File: src/rtl/core/lrp_pkg.sv
`timescale 1ns / 1ps

package lrp_pkg;

    localparam int TAU_W   = 16;
    localparam int TEMP_W  = 15;
    localparam int MEAN_W  = 14;
    localparam int ACC_W   = 48;
    localparam int DIFF_W  = 14;
    localparam int PRED_W  = 52;
    localparam int ORDER_W = 3;

    // shared multiplier: 17x16 lapse term, or up to 39x14 for the power steps
    localparam int MUL_A_W = 39;
    localparam int MUL_B_W = 17;
    localparam int MUL_P_W = MUL_A_W + MUL_B_W;
    localparam int TERM_W  = 33;

    localparam int REG_POWER_ORDER = 0;

    localparam logic [ORDER_W-1:0] ORDER_RESET = 3'd1;
    localparam logic [ORDER_W-1:0] ORDER_MIN   = 3'd1;
    localparam logic [ORDER_W-1:0] ORDER_MAX   = 3'd4;

    localparam logic signed [DIFF_W-1:0] DIFF_LIMIT = 14'sd6400;
    localparam logic signed [ACC_W-1:0]  ACC_MAX    = {1'b0, {(ACC_W-1){1'b1}}};
    localparam logic signed [ACC_W-1:0]  ACC_MIN    = {1'b1, {(ACC_W-1){1'b0}}};
    localparam logic signed [ACC_W:0]    ROUND_HALF = 49'sd16384;

    typedef logic signed [MUL_A_W-1:0] mul_a_t;
    typedef logic signed [MUL_B_W-1:0] mul_b_t;
    typedef logic signed [MUL_P_W-1:0] mul_p_t;

endpackage

File: src/rtl/core/lrp_mult.sv
`timescale 1ns / 1ps

module lrp_mult
(
    input  logic            clk,
    input  lrp_pkg::mul_a_t a,
    input  lrp_pkg::mul_b_t b,
    output lrp_pkg::mul_p_t product
);

    lrp_pkg::mul_p_t product_reg;
    lrp_pkg::mul_p_t product_next;

    always_comb
    begin
        product_next = lrp_pkg::mul_p_t'(a) * lrp_pkg::mul_p_t'(b);
    end

    always_ff @(posedge clk)
    begin
        product_reg <= product_next;
    end

    assign product = product_reg;

endmodule

File: src/rtl/core/lrp_cfg.sv
`timescale 1ns / 1ps

module lrp_cfg
(
    input  logic                             clk,
    input  logic                             rst_n,
    input  logic                             psel,
    input  logic                             penable,
    input  logic                             pwrite,
    input  logic [2:0]                       paddr,
    input  logic [31:0]                      pwdata,
    output logic [31:0]                      prdata,
    output logic                             pready,
    output logic [lrp_pkg::ORDER_W-1:0]      power_order
);

    logic [lrp_pkg::ORDER_W-1:0] order_reg;
    logic [lrp_pkg::ORDER_W-1:0] order_next;
    logic                        hit;

    // word index; byte offset bits do not select a register
    assign hit = ({1'b0, paddr[2]} == 2'(lrp_pkg::REG_POWER_ORDER)) && (paddr[1:0] == paddr[1:0]);

    always_comb
    begin
        order_next = order_reg;
        if (psel && penable && pwrite && hit)
        begin
            order_next = pwdata[lrp_pkg::ORDER_W-1:0];
        end
    end

    always_ff @(posedge clk or negedge rst_n)
    begin
        if (!rst_n)
        begin
            order_reg <= lrp_pkg::ORDER_RESET;
        end
        else
        begin
            order_reg <= order_next;
        end
    end

    assign pready      = 1'b1;
    assign prdata      = hit ? {{(32-lrp_pkg::ORDER_W){1'b0}}, order_reg} : 32'd0;
    assign power_order = order_reg;

endmodule

File: src/rtl/core/lapse_rate_predictor_unit.sv
`timescale 1ns / 1ps
// Channel  Dir  Transfer when              Contents
// s_*      in   s_tvalid & s_tready        one profile level
// m_*      out  m_tvalid & m_tready        predictor result
// apb      in   psel & penable & pwrite    power_order at word address 0
//
// A first level item takes only an accept step. Other level items are accepted,
// multiplied and accumulated on the shared multiplier. The last level adds a
// rounding step, order - 1 power steps (ST_POW, ST_POWW) and an output load step.
// s_tready is low while an item is in work; a stalled result register holds
// the sequencer in its output step. Reset clears all state, order resets to 1.

module lapse_rate_predictor_unit
(
    input  logic        clk,
    input  logic        rst_n,
    input  logic        s_tvalid,
    output logic        s_tready,
    input  logic [63:0] s_tdata,   // transmittance, level_temperature, surface_temperature, channel_mean
    input  logic        s_tlast,
    input  logic        s_tuser,   // first_level
    output logic        m_tvalid,
    input  logic        m_tready,
    output logic [55:0] m_tdata,   // predictor_value
    output logic        m_tuser,   // saturated
    input  logic        psel,
    input  logic        penable,
    input  logic        pwrite,
    input  logic [2:0]  paddr,
    input  logic [31:0] pwdata,
    output logic [31:0] prdata,
    output logic        pready
);

    localparam int TAU_W  = lrp_pkg::TAU_W;
    localparam int TEMP_W = lrp_pkg::TEMP_W;
    localparam int MEAN_W = lrp_pkg::MEAN_W;
    localparam int ACC_W  = lrp_pkg::ACC_W;
    localparam int DIFF_W = lrp_pkg::DIFF_W;
    localparam int PRED_W = lrp_pkg::PRED_W;
    localparam int TERM_W = lrp_pkg::TERM_W;
    localparam int RS_W   = ACC_W + 1 - 15;
    localparam int DW_W   = RS_W + 1;

    typedef enum logic [2:0] {
        ST_IDLE,
        ST_MUL,
        ST_ACC,
        ST_RND,
        ST_POW,
        ST_POWW,
        ST_OUT
    } state_t;

    state_t                      state_reg, state_next;
    logic                        open_reg, open_next;
    logic [TAU_W-1:0]            prev_tau_reg, prev_tau_next;
    logic [TEMP_W-1:0]           t1_reg, t1_next;
    logic [TEMP_W-1:0]           t2_reg, t2_next;
    logic signed [ACC_W-1:0]     acc_reg, acc_next;
    logic                        sat_seen_reg, sat_seen_next;
    logic                        last_reg, last_next;
    logic signed [MEAN_W-1:0]    mean_reg, mean_next;
    logic signed [TAU_W:0]       dtau_reg, dtau_next;
    logic signed [TEMP_W:0]      dtemp_reg, dtemp_next;
    logic signed [DIFF_W-1:0]    diff_reg, diff_next;
    logic signed [PRED_W-1:0]    value_reg, value_next;
    logic                        sat_res_reg, sat_res_next;
    logic [1:0]                  count_reg, count_next;
    logic                        out_valid_reg, out_valid_next;
    logic [PRED_W-1:0]           out_data_reg, out_data_next;
    logic                        out_sat_reg, out_sat_next;

    logic [lrp_pkg::ORDER_W-1:0] power_order;
    logic [lrp_pkg::ORDER_W-1:0] order_eff;
    lrp_pkg::mul_a_t             mul_a;
    lrp_pkg::mul_b_t             mul_b;
    lrp_pkg::mul_p_t             mul_p;

    logic [TAU_W-1:0]            in_tau;
    logic [TEMP_W-1:0]           in_temp;
    logic [TEMP_W-1:0]           in_surf;
    logic [MEAN_W-1:0]           in_mean;

    logic signed [TERM_W-1:0]    term;
    logic signed [ACC_W:0]       acc_sum;
    logic signed [ACC_W:0]       round_sum;
    logic signed [RS_W-1:0]      rescaled;
    logic signed [DW_W-1:0]      diff_wide;

    lrp_cfg u_cfg
    (
        .clk         (clk),
        .rst_n       (rst_n),
        .psel        (psel),
        .penable     (penable),
        .pwrite      (pwrite),
        .paddr       (paddr),
        .pwdata      (pwdata),
        .prdata      (prdata),
        .pready      (pready),
        .power_order (power_order)
    );

    lrp_mult u_mult
    (
        .clk     (clk),
        .a       (mul_a),
        .b       (mul_b),
        .product (mul_p)
    );

    assign in_tau  = s_tdata[15:0];
    assign in_temp = s_tdata[30:16];
    assign in_surf = s_tdata[45:31];
    assign in_mean = s_tdata[59:46];

    always_comb
    begin
        if (state_reg == ST_MUL)
        begin
            mul_a = lrp_pkg::mul_a_t'(dtau_reg);
            mul_b = lrp_pkg::mul_b_t'(dtemp_reg);
        end
        else
        begin
            mul_a = value_reg[lrp_pkg::MUL_A_W-1:0];
            mul_b = lrp_pkg::mul_b_t'(diff_reg);
        end
    end

    always_comb
    begin
        if (power_order < lrp_pkg::ORDER_MIN)
        begin
            order_eff = lrp_pkg::ORDER_MIN;
        end
        else if (power_order > lrp_pkg::ORDER_MAX)
        begin
            order_eff = lrp_pkg::ORDER_MAX;
        end
        else
        begin
            order_eff = power_order;
        end
    end

    assign term      = mul_p[TERM_W-1:0];
    assign acc_sum   = (ACC_W+1)'(acc_reg) + (ACC_W+1)'(term);
    assign round_sum = (ACC_W+1)'(acc_reg) + lrp_pkg::ROUND_HALF;
    assign rescaled  = round_sum[ACC_W:15];
    assign diff_wide = DW_W'(rescaled) - DW_W'(mean_reg);

    assign s_tready = (state_reg == ST_IDLE);

    always_comb
    begin
        state_next     = state_reg;
        open_next      = open_reg;
        prev_tau_next  = prev_tau_reg;
        t1_next        = t1_reg;
        t2_next        = t2_reg;
        acc_next       = acc_reg;
        sat_seen_next  = sat_seen_reg;
        last_next      = last_reg;
        mean_next      = mean_reg;
        dtau_next      = dtau_reg;
        dtemp_next     = dtemp_reg;
        diff_next      = diff_reg;
        value_next     = value_reg;
        sat_res_next   = sat_res_reg;
        count_next     = count_reg;
        out_valid_next = out_valid_reg;
        out_data_next  = out_data_reg;
        out_sat_next   = out_sat_reg;

        if (out_valid_reg && m_tready)
        begin
            out_valid_next = 1'b0;
        end

        unique case (state_reg)
            ST_IDLE:
            begin
                if (s_tvalid)
                begin
                    last_next = s_tlast;
                    mean_next = in_mean;
                    if (s_tuser)
                    begin
                        prev_tau_next = in_tau;
                        t1_next       = in_temp;
                        t2_next       = in_surf;
                        acc_next      = '0;
                        sat_seen_next = 1'b0;
                        open_next     = 1'b1;
                        if (s_tlast)
                        begin
                            state_next = ST_RND;
                        end
                    end
                    else if (open_reg)
                    begin
                        dtau_next     = $signed({1'b0, in_tau}) - $signed({1'b0, prev_tau_reg});
                        dtemp_next    = $signed({1'b0, t2_reg}) - $signed({1'b0, in_temp});
                        t2_next       = t1_reg;
                        t1_next       = in_temp;
                        prev_tau_next = in_tau;
                        state_next    = ST_MUL;
                    end
                end
            end
            ST_MUL:
            begin
                state_next = ST_ACC;
            end
            ST_ACC:
            begin
                if (acc_sum[ACC_W] != acc_sum[ACC_W-1])
                begin
                    acc_next      = acc_sum[ACC_W] ? lrp_pkg::ACC_MIN : lrp_pkg::ACC_MAX;
                    sat_seen_next = 1'b1;
                end
                else
                begin
                    acc_next = acc_sum[ACC_W-1:0];
                end
                state_next = last_reg ? ST_RND : ST_IDLE;
            end
            ST_RND:
            begin
                sat_res_next = sat_seen_reg;
                if (diff_wide > DW_W'(lrp_pkg::DIFF_LIMIT))
                begin
                    diff_next    = lrp_pkg::DIFF_LIMIT;
                    sat_res_next = 1'b1;
                end
                else if (diff_wide < -DW_W'(lrp_pkg::DIFF_LIMIT))
                begin
                    diff_next    = -lrp_pkg::DIFF_LIMIT;
                    sat_res_next = 1'b1;
                end
                else
                begin
                    diff_next = diff_wide[DIFF_W-1:0];
                end
                value_next = PRED_W'(diff_next);
                count_next = 2'(order_eff - 3'd1);
                state_next = (order_eff == lrp_pkg::ORDER_MIN) ? ST_OUT : ST_POW;
            end
            ST_POW:
            begin
                state_next = ST_POWW;
            end
            ST_POWW:
            begin
                value_next = mul_p[PRED_W-1:0];
                count_next = count_reg - 2'd1;
                state_next = (count_reg == 2'd1) ? ST_OUT : ST_POW;
            end
            ST_OUT:
            begin
                if (!out_valid_reg || m_tready)
                begin
                    out_valid_next = 1'b1;
                    out_data_next  = value_reg;
                    out_sat_next   = sat_res_reg;
                    open_next      = 1'b0;
                    state_next     = ST_IDLE;
                end
            end
            default:
            begin
                state_next = ST_IDLE;
            end
        endcase
    end

    always_ff @(posedge clk or negedge rst_n)
    begin
        if (!rst_n)
        begin
            state_reg     <= ST_IDLE;
            open_reg      <= 1'b0;
            prev_tau_reg  <= '0;
            t1_reg        <= '0;
            t2_reg        <= '0;
            acc_reg       <= '0;
            sat_seen_reg  <= 1'b0;
            last_reg      <= 1'b0;
            mean_reg      <= '0;
            dtau_reg      <= '0;
            dtemp_reg     <= '0;
            diff_reg      <= '0;
            value_reg     <= '0;
            sat_res_reg   <= 1'b0;
            count_reg     <= '0;
            out_valid_reg <= 1'b0;
            out_data_reg  <= '0;
            out_sat_reg   <= 1'b0;
        end
        else
        begin
            state_reg     <= state_next;
            open_reg      <= open_next;
            prev_tau_reg  <= prev_tau_next;
            t1_reg        <= t1_next;
            t2_reg        <= t2_next;
            acc_reg       <= acc_next;
            sat_seen_reg  <= sat_seen_next;
            last_reg      <= last_next;
            mean_reg      <= mean_next;
            dtau_reg      <= dtau_next;
            dtemp_reg     <= dtemp_next;
            diff_reg      <= diff_next;
            value_reg     <= value_next;
            sat_res_reg   <= sat_res_next;
            count_reg     <= count_next;
            out_valid_reg <= out_valid_next;
            out_data_reg  <= out_data_next;
            out_sat_reg   <= out_sat_next;
        end
    end

    assign m_tvalid = out_valid_reg;
    assign m_tdata  = {{(56-PRED_W){1'b0}}, out_data_reg};
    assign m_tuser  = out_sat_reg;

endmodule

File: config.mk
export PLATFORM = sky130hd
export DESIGN_NAME = lapse_rate_predictor_unit
export DESIGN_NICKNAME = d
export VERILOG_FILES = /design/src/rtl/core/lrp_pkg.sv /design/src/rtl/core/lrp_mult.sv /design/src/rtl/core/lrp_cfg.sv /design/src/rtl/core/lapse_rate_predictor_unit.sv
export SDC_FILE = /design/constraint.sdc
export NUM_CORES = 2
export LEC_CHECK = 0
export ABC_AREA = 1
export BUFFER_PORTS_ARGS = -buffer_cell sky130_fd_sc_hd__buf_2
export CAP_MARGIN = 20
export CORE_MARGIN = 5
export CORE_UTILIZATION = 60
export CTS_CLUSTER_SIZE = 16
export DETAILED_ROUTE_END_ITERATION = 10
export PLACE_DENSITY_LB_ADDON = 0.15
export SLEW_MARGIN = 5
export SYNTH_ARGS = -nofsm -noshare
export SYNTH_HDL_FRONTEND = slang
export SYNTH_SLANG_ARGS = --single-unit
File: constraint.sdc
create_clock -name clk -period 18.6 [get_ports clk]
set_input_delay 3.72 -clock clk [delete_from_list [all_inputs] [get_ports clk]]
set_output_delay 3.72 -clock clk [all_outputs]
set_load 0.05 [all_outputs]
# Word level (Yosys, flattened, before mapping)
# Cells that the tools add are included.
[word_totals]
regBits = 325
in_bits = 108
output_inout_bits = 92
word_cells = 110
[classes]
n_addsub = 7
multipliers = 1
order_cmp = 4
n_eq_ne = 15
n_mux = 42
n_bitwise = 2
n_reduce_logical = 19
[ops]
columns = ["cell", "count"]
rows = [
  ["two-way mux 48 bit", 4],
  ["one-hot mux 52 bit (2 select lines)", 1],
  ["one-hot mux 48 bit (2 select lines)", 1],
  ["two-way mux 15 bit", 4],
  ["multiplier 39 x 17 -> 52 bit", 1],
  ["adder 48 x 16 -> 49 bit (second input constant)", 1],
  ["adder 48 x 33 -> 49 bit", 1],
  ["two-way mux 39 bit", 1],
  ["greater-than comparator 35 x 14 -> 1 bit (second input constant)", 1],
  ["less-than comparator 35 x 14 -> 1 bit (second input constant)", 1],
  ["subtractor 34 x 14 -> 35 bit", 1],
  ["two-way mux 16 bit", 2],
  ["two-way mux 14 bit", 2],
  ["two-way mux 3 bit", 8],
  ["one-hot mux 3 bit (7 select lines)", 1],
  ["two-way mux 17 bit", 1],
  ["subtractor 16 x 16 -> 17 bit", 1],
  ["AND reduction 4 bit", 4],
  ["subtractor 15 x 15 -> 16 bit", 1],
  ["two-way mux 1 bit", 11],
  ["equality test 3 bit (second input constant)", 3],
  ["nonzero test 2 bit", 4],
  ["equality test 3 x 1 -> 1 bit (second input constant)", 2],
  ["equality test 3 x 2 -> 1 bit (second input constant)", 2],
  ["19 further kinds", 31],
]

# Depth between registers and ports, before layout
[depth]
depth_word = 6
ltp_mapped = 38
depth_no_buf = 35

# Cells and area by module
# Synthesis repeated with hierarchy kept, for this count alone.
[unflattened]
cells_unflattened = 6430
area_unflattened_um2 = 45937.8
[modules_own_cells]
columns = ["mod", "n_inst", "cells_each", "area_each_um2", "seq_area_each_um2"]
rows = [
  ["lrp_mult", 1, 3503, 25986.2, 1121.1],
  ["lapse_rate_predictor_unit", 1, 2872, 19558.8, 6756.5],
  ["lrp_cfg", 1, 55, 392.9, 76.3],
]

# Least setup slack after synthesis
# OpenSTA, ideal clock, no wires.
[synth_path]
kind = "input port to output port"
from = "input port paddr[2]"
to = "output port prdata[0]"
arrival_ps = 4374
slack_ps = 10506
path_stages = 1
cell_sequence = "nor2_1"
[synth_between]
elab_chain_len = 1
[synth_lines]
columns = ["item", "line_no", "text"]
rows = [
  ["start, declared", "lapse_rate_predictor_unit.sv:29", "input logic [2:0] paddr,"],
  ["two-way mux 3 bit", "lrp_cfg.sv:46", "assign prdata = hit ? {{(32-lrp_pkg::ORDER_W){1'b0}}, order_reg} : 32'd0;"],
  ["end, declared", "lapse_rate_predictor_unit.sv:31", "output logic [31:0] prdata,"],
]
# Every way passes these cells.

# Final worst setup path
[layout_path]
from = "register state_reg[1]"
to = "register u_mult.product_reg[38], in the netlist u_mult.product[38]"
[layout_between]
elab_chain_len = 3
word_cells_on_any_way = 4
cone_classes = "mul (1); eq/ne (1); mux (2)"
[layout_lines]
columns = ["item", "line_no", "text"]
rows = [
  ["start, declared", "lapse_rate_predictor_unit.sv:55", "state_t state_reg, state_next;"],
  ["start signal, assigned", "lapse_rate_predictor_unit.sv:304", "state_reg <= state_next;"],
  ["equality test 3 x 1 -> 1 bit *", "lapse_rate_predictor_unit.sv:120", "if (state_reg == ST_MUL)"],
  ["two-way mux 39 bit / two-way mux 17 bit (equally long branches)", "lapse_rate_predictor_unit.sv:120", ""],
  ["multiplier 39 x 17 -> 52 bit *", "lrp_mult.sv:16", "product_next = lrp_pkg::mul_p_t'(a) * lrp_pkg::mul_p_t'(b);"],
  ["via u_mult.product_next[38]", "lrp_mult.sv:12", "lrp_pkg::mul_p_t product_next;"],
  ["end signal, assigned", "lrp_mult.sv:21", "product_reg <= product_next;"],
  ["end, declared", "lrp_mult.sv:11", "lrp_pkg::mul_p_t product_reg;"],
]
# The timed path passes the listed nets; every way through them passes the cells marked *.
# A chain may end at the register's enable or synchronous reset.

==> flow_summary.ini <==
[yosys]
synth_xor_area_share_pct = 3.32
synth_simple_gate_area_share_pct = 20.9
synth.area.mux_share_pct = 0.0475
yosysTopAreaCell = fa_1
syn_area_um2 = 42100
synth_area_leaders = fa_1 28%, dfrtp_1 16%, nand2_1 12%, inv_1 10%, ha_1 7.1%
syn_area_per_cell_um2 = 7.64
syn-instance-count = 5516
yosysSeqAreaShare_pct = 18.7
synth_top_family_by_area = adder cells
synth_fa_ha_area_share_pct = 35.5
synth_cell_type_count = 59
synth_warnings = 0
synth_top_area_share_pct = 28.4
synth-compound-area-share_pct = 8.81
ys_ff_latch = 325

[global_route]
grt_start_max_net_pins = 110
grt_pass1_vias = 35400
grt_pass1_wl_um = 201000
gr-total-overflow = 0
antenna_found_initial = 3
grtUsageTotal_pct = 34.0

[detailed_routing]
ant_nets = 0
first_pass_iters = 6
routedWlPerCell_um = 19.3
routed-via-count = 36000
via_per_inst = 5.48
wirelength_um = 127000
drc = 0
drtIter0Drc = 3292

[worst_setup_path]
crit_top_cell = fa_1
crit_arrival_ns = 9.44
end_kind = flop
startpoint_type = flop
path_max_fanout = 26
worstPathRequired_ns = 19.03
critPathKind = reg -> reg
cp_slowest_stage_delay_ns = 0.74
critPathSlowestCell = nand2_1

[clock_tree]
cts_num_sinks = 325
postCtsSetupBuffers = 0
cts_made_buffers = 34
root_buffer = clkbuf_16
cts_buffer_depth = 3
htreeDepth = 2
clk_latency_ns = 0.55
cts.reportedPaths.clkPinSlew_ns = 0.07
cts_resized = 0
cts-hold-fix-buffers = 0
cts_tree = built

[sta]
skew_ns = 0.0184
slew_viol_final = 0
setup_violations = 0
tns_ns = 0
relSlewSlack_pct = 25.8
worst_slew_pin_slew_ns = 1.10
timing.fmax_mhz = 111
period_share_pct = 48.4
post-route-min-period_ns = 9.01
rsz0062_at_grt = false
hold_violations = 0

[floorplanning]
fp.dieH_um = 275
num_io_pins = 200
dieArea_um2 = 75600
rows = 97
core_um2 = 69800
die_x_um = 275
initial_utilization_pct = 60.4

[job]
maxCapViolations = 0

[placed_design]
place_congestion = 1.01
io_buffers = 130
dp_hpwl_um = 102000

[layout]
nets = 6539
final_common_cell = nand2_1
final_cell_mix = 1,296 x nand2_1, 1,144 x inv_1, 597 x fa_1
syn2layout_area_growth_pct = 6.79
drive_above_1_share_pct = 6.62

[status]
outcome = completed

[min_path]
hold_path_class = reg -> reg
-- routing by layer --
layer  vias to the layer above  GRT usage [%]  wire length [um]
met4                         4           7.24              3580
met2                      1441           52.0             55800
met1                     17500           50.2             55100
met3                       205           7.93             12200
met5                         -              0                27
li1                      16800              -                 -
-- cell families (layout without fill, tap and decap cells) --
logic type / Yosys count / in the layout
AND/OR/NAND/NOR: 2161 / 2161
buffers and inverters: 1370 / 1442
adder cells (fa/ha/maj): 836 / 836
AO/OA/AOI/OAI: 663 / 663
flip-flops: 325 / 325
XOR/XNOR: 157 / 157
other: 2 / 35
multiplexers: 2 / 2
-- final cells by class --
type / instances / area, um2
Multi-Input combinational cell: 3853 / 29100
Fill cell: 6358 / 24800
Sequential cell: 325 / 7870
Inverter: 1182 / 4440
Timing Repair Buffer: 199 / 1190
Tap cell: 940 / 1180
Clock buffer: 45 / 973
Clock inverter: 16 / 240
Antenna cell: 1 / 2.50
-- critical path, delay by kind of cell, from the launching register on --
kind | cells | cell delay [ns]
flops | 1 | 0.44
xor+xnor | 1 | 0.15
fa+ha+maj | 7 | 3.35
simple gates | 8 | 1.83
compound gates | 6 | 1.62
buf+inv | 7 | 1.43
-- worst paths after layout --
path | startpoint | endpoint | slack (ns) | depth (start not counted)
hold / removal | u_mult.product[45] | value_reg[45] | 0.47 | 2
setup reg to reg | state_reg[1] | u_mult.product[38] | 9.59 | 29
hold reg to reg | u_mult.product[45] | value_reg[45] | 0.47 | 2
max in group asynchronous | rst_n | value_reg[24] | 13.29 | 3
min in group asynchronous | rst_n | dtau_reg[15] | 3.21 | 1
setup / recovery | state_reg[1] | u_mult.product[38] | 9.59 | 29
-- stage by stage --
stage	cell area, um2	std cells	hold slack, ns	setup slack (ns)	utilization, %
global route	45000	6560	0.497	9.20	64.5
CTS	45000	6559	0.474	9.83	64.4
floorplan	42300	5548	0.442	10.51	-
finish	45000	6561	0.472	9.59	64.5
global placement	43800	6497	0.451	9.87	62.7
detailed placement	43800	6498	0.456	9.86	62.7
-- cell usage after synthesis, drive strengths merged --
master / number
mux2i: 2
clkinv: 20
o21a: 10
and3: 3
a31oi: 31
nor4: 13
o2111ai: 2
a21boi: 7
o21bai: 20
ha: 239
nor3b: 1
xor2: 101
fa: 597
o31ai: 8
nand3b: 13
and2: 9
a211oi: 8
nand4: 41
nand3: 145
dfrtp: 272
o221ai: 2
or2: 9
inv: 1162
nand2: 1318
clkbuf: 120
o211ai: 49
dfstp: 1
a21o: 14
conb: 2
nor3: 32
nor2: 577
dfxtp: 52
a2111oi: 1
xnor2: 56
buf: 68
o21ai: 311
o22ai: 4
a21oi: 196
Power is not shown: default switching activity piles up to over one toggle a cycle in this logic, so the estimate is an artifact.
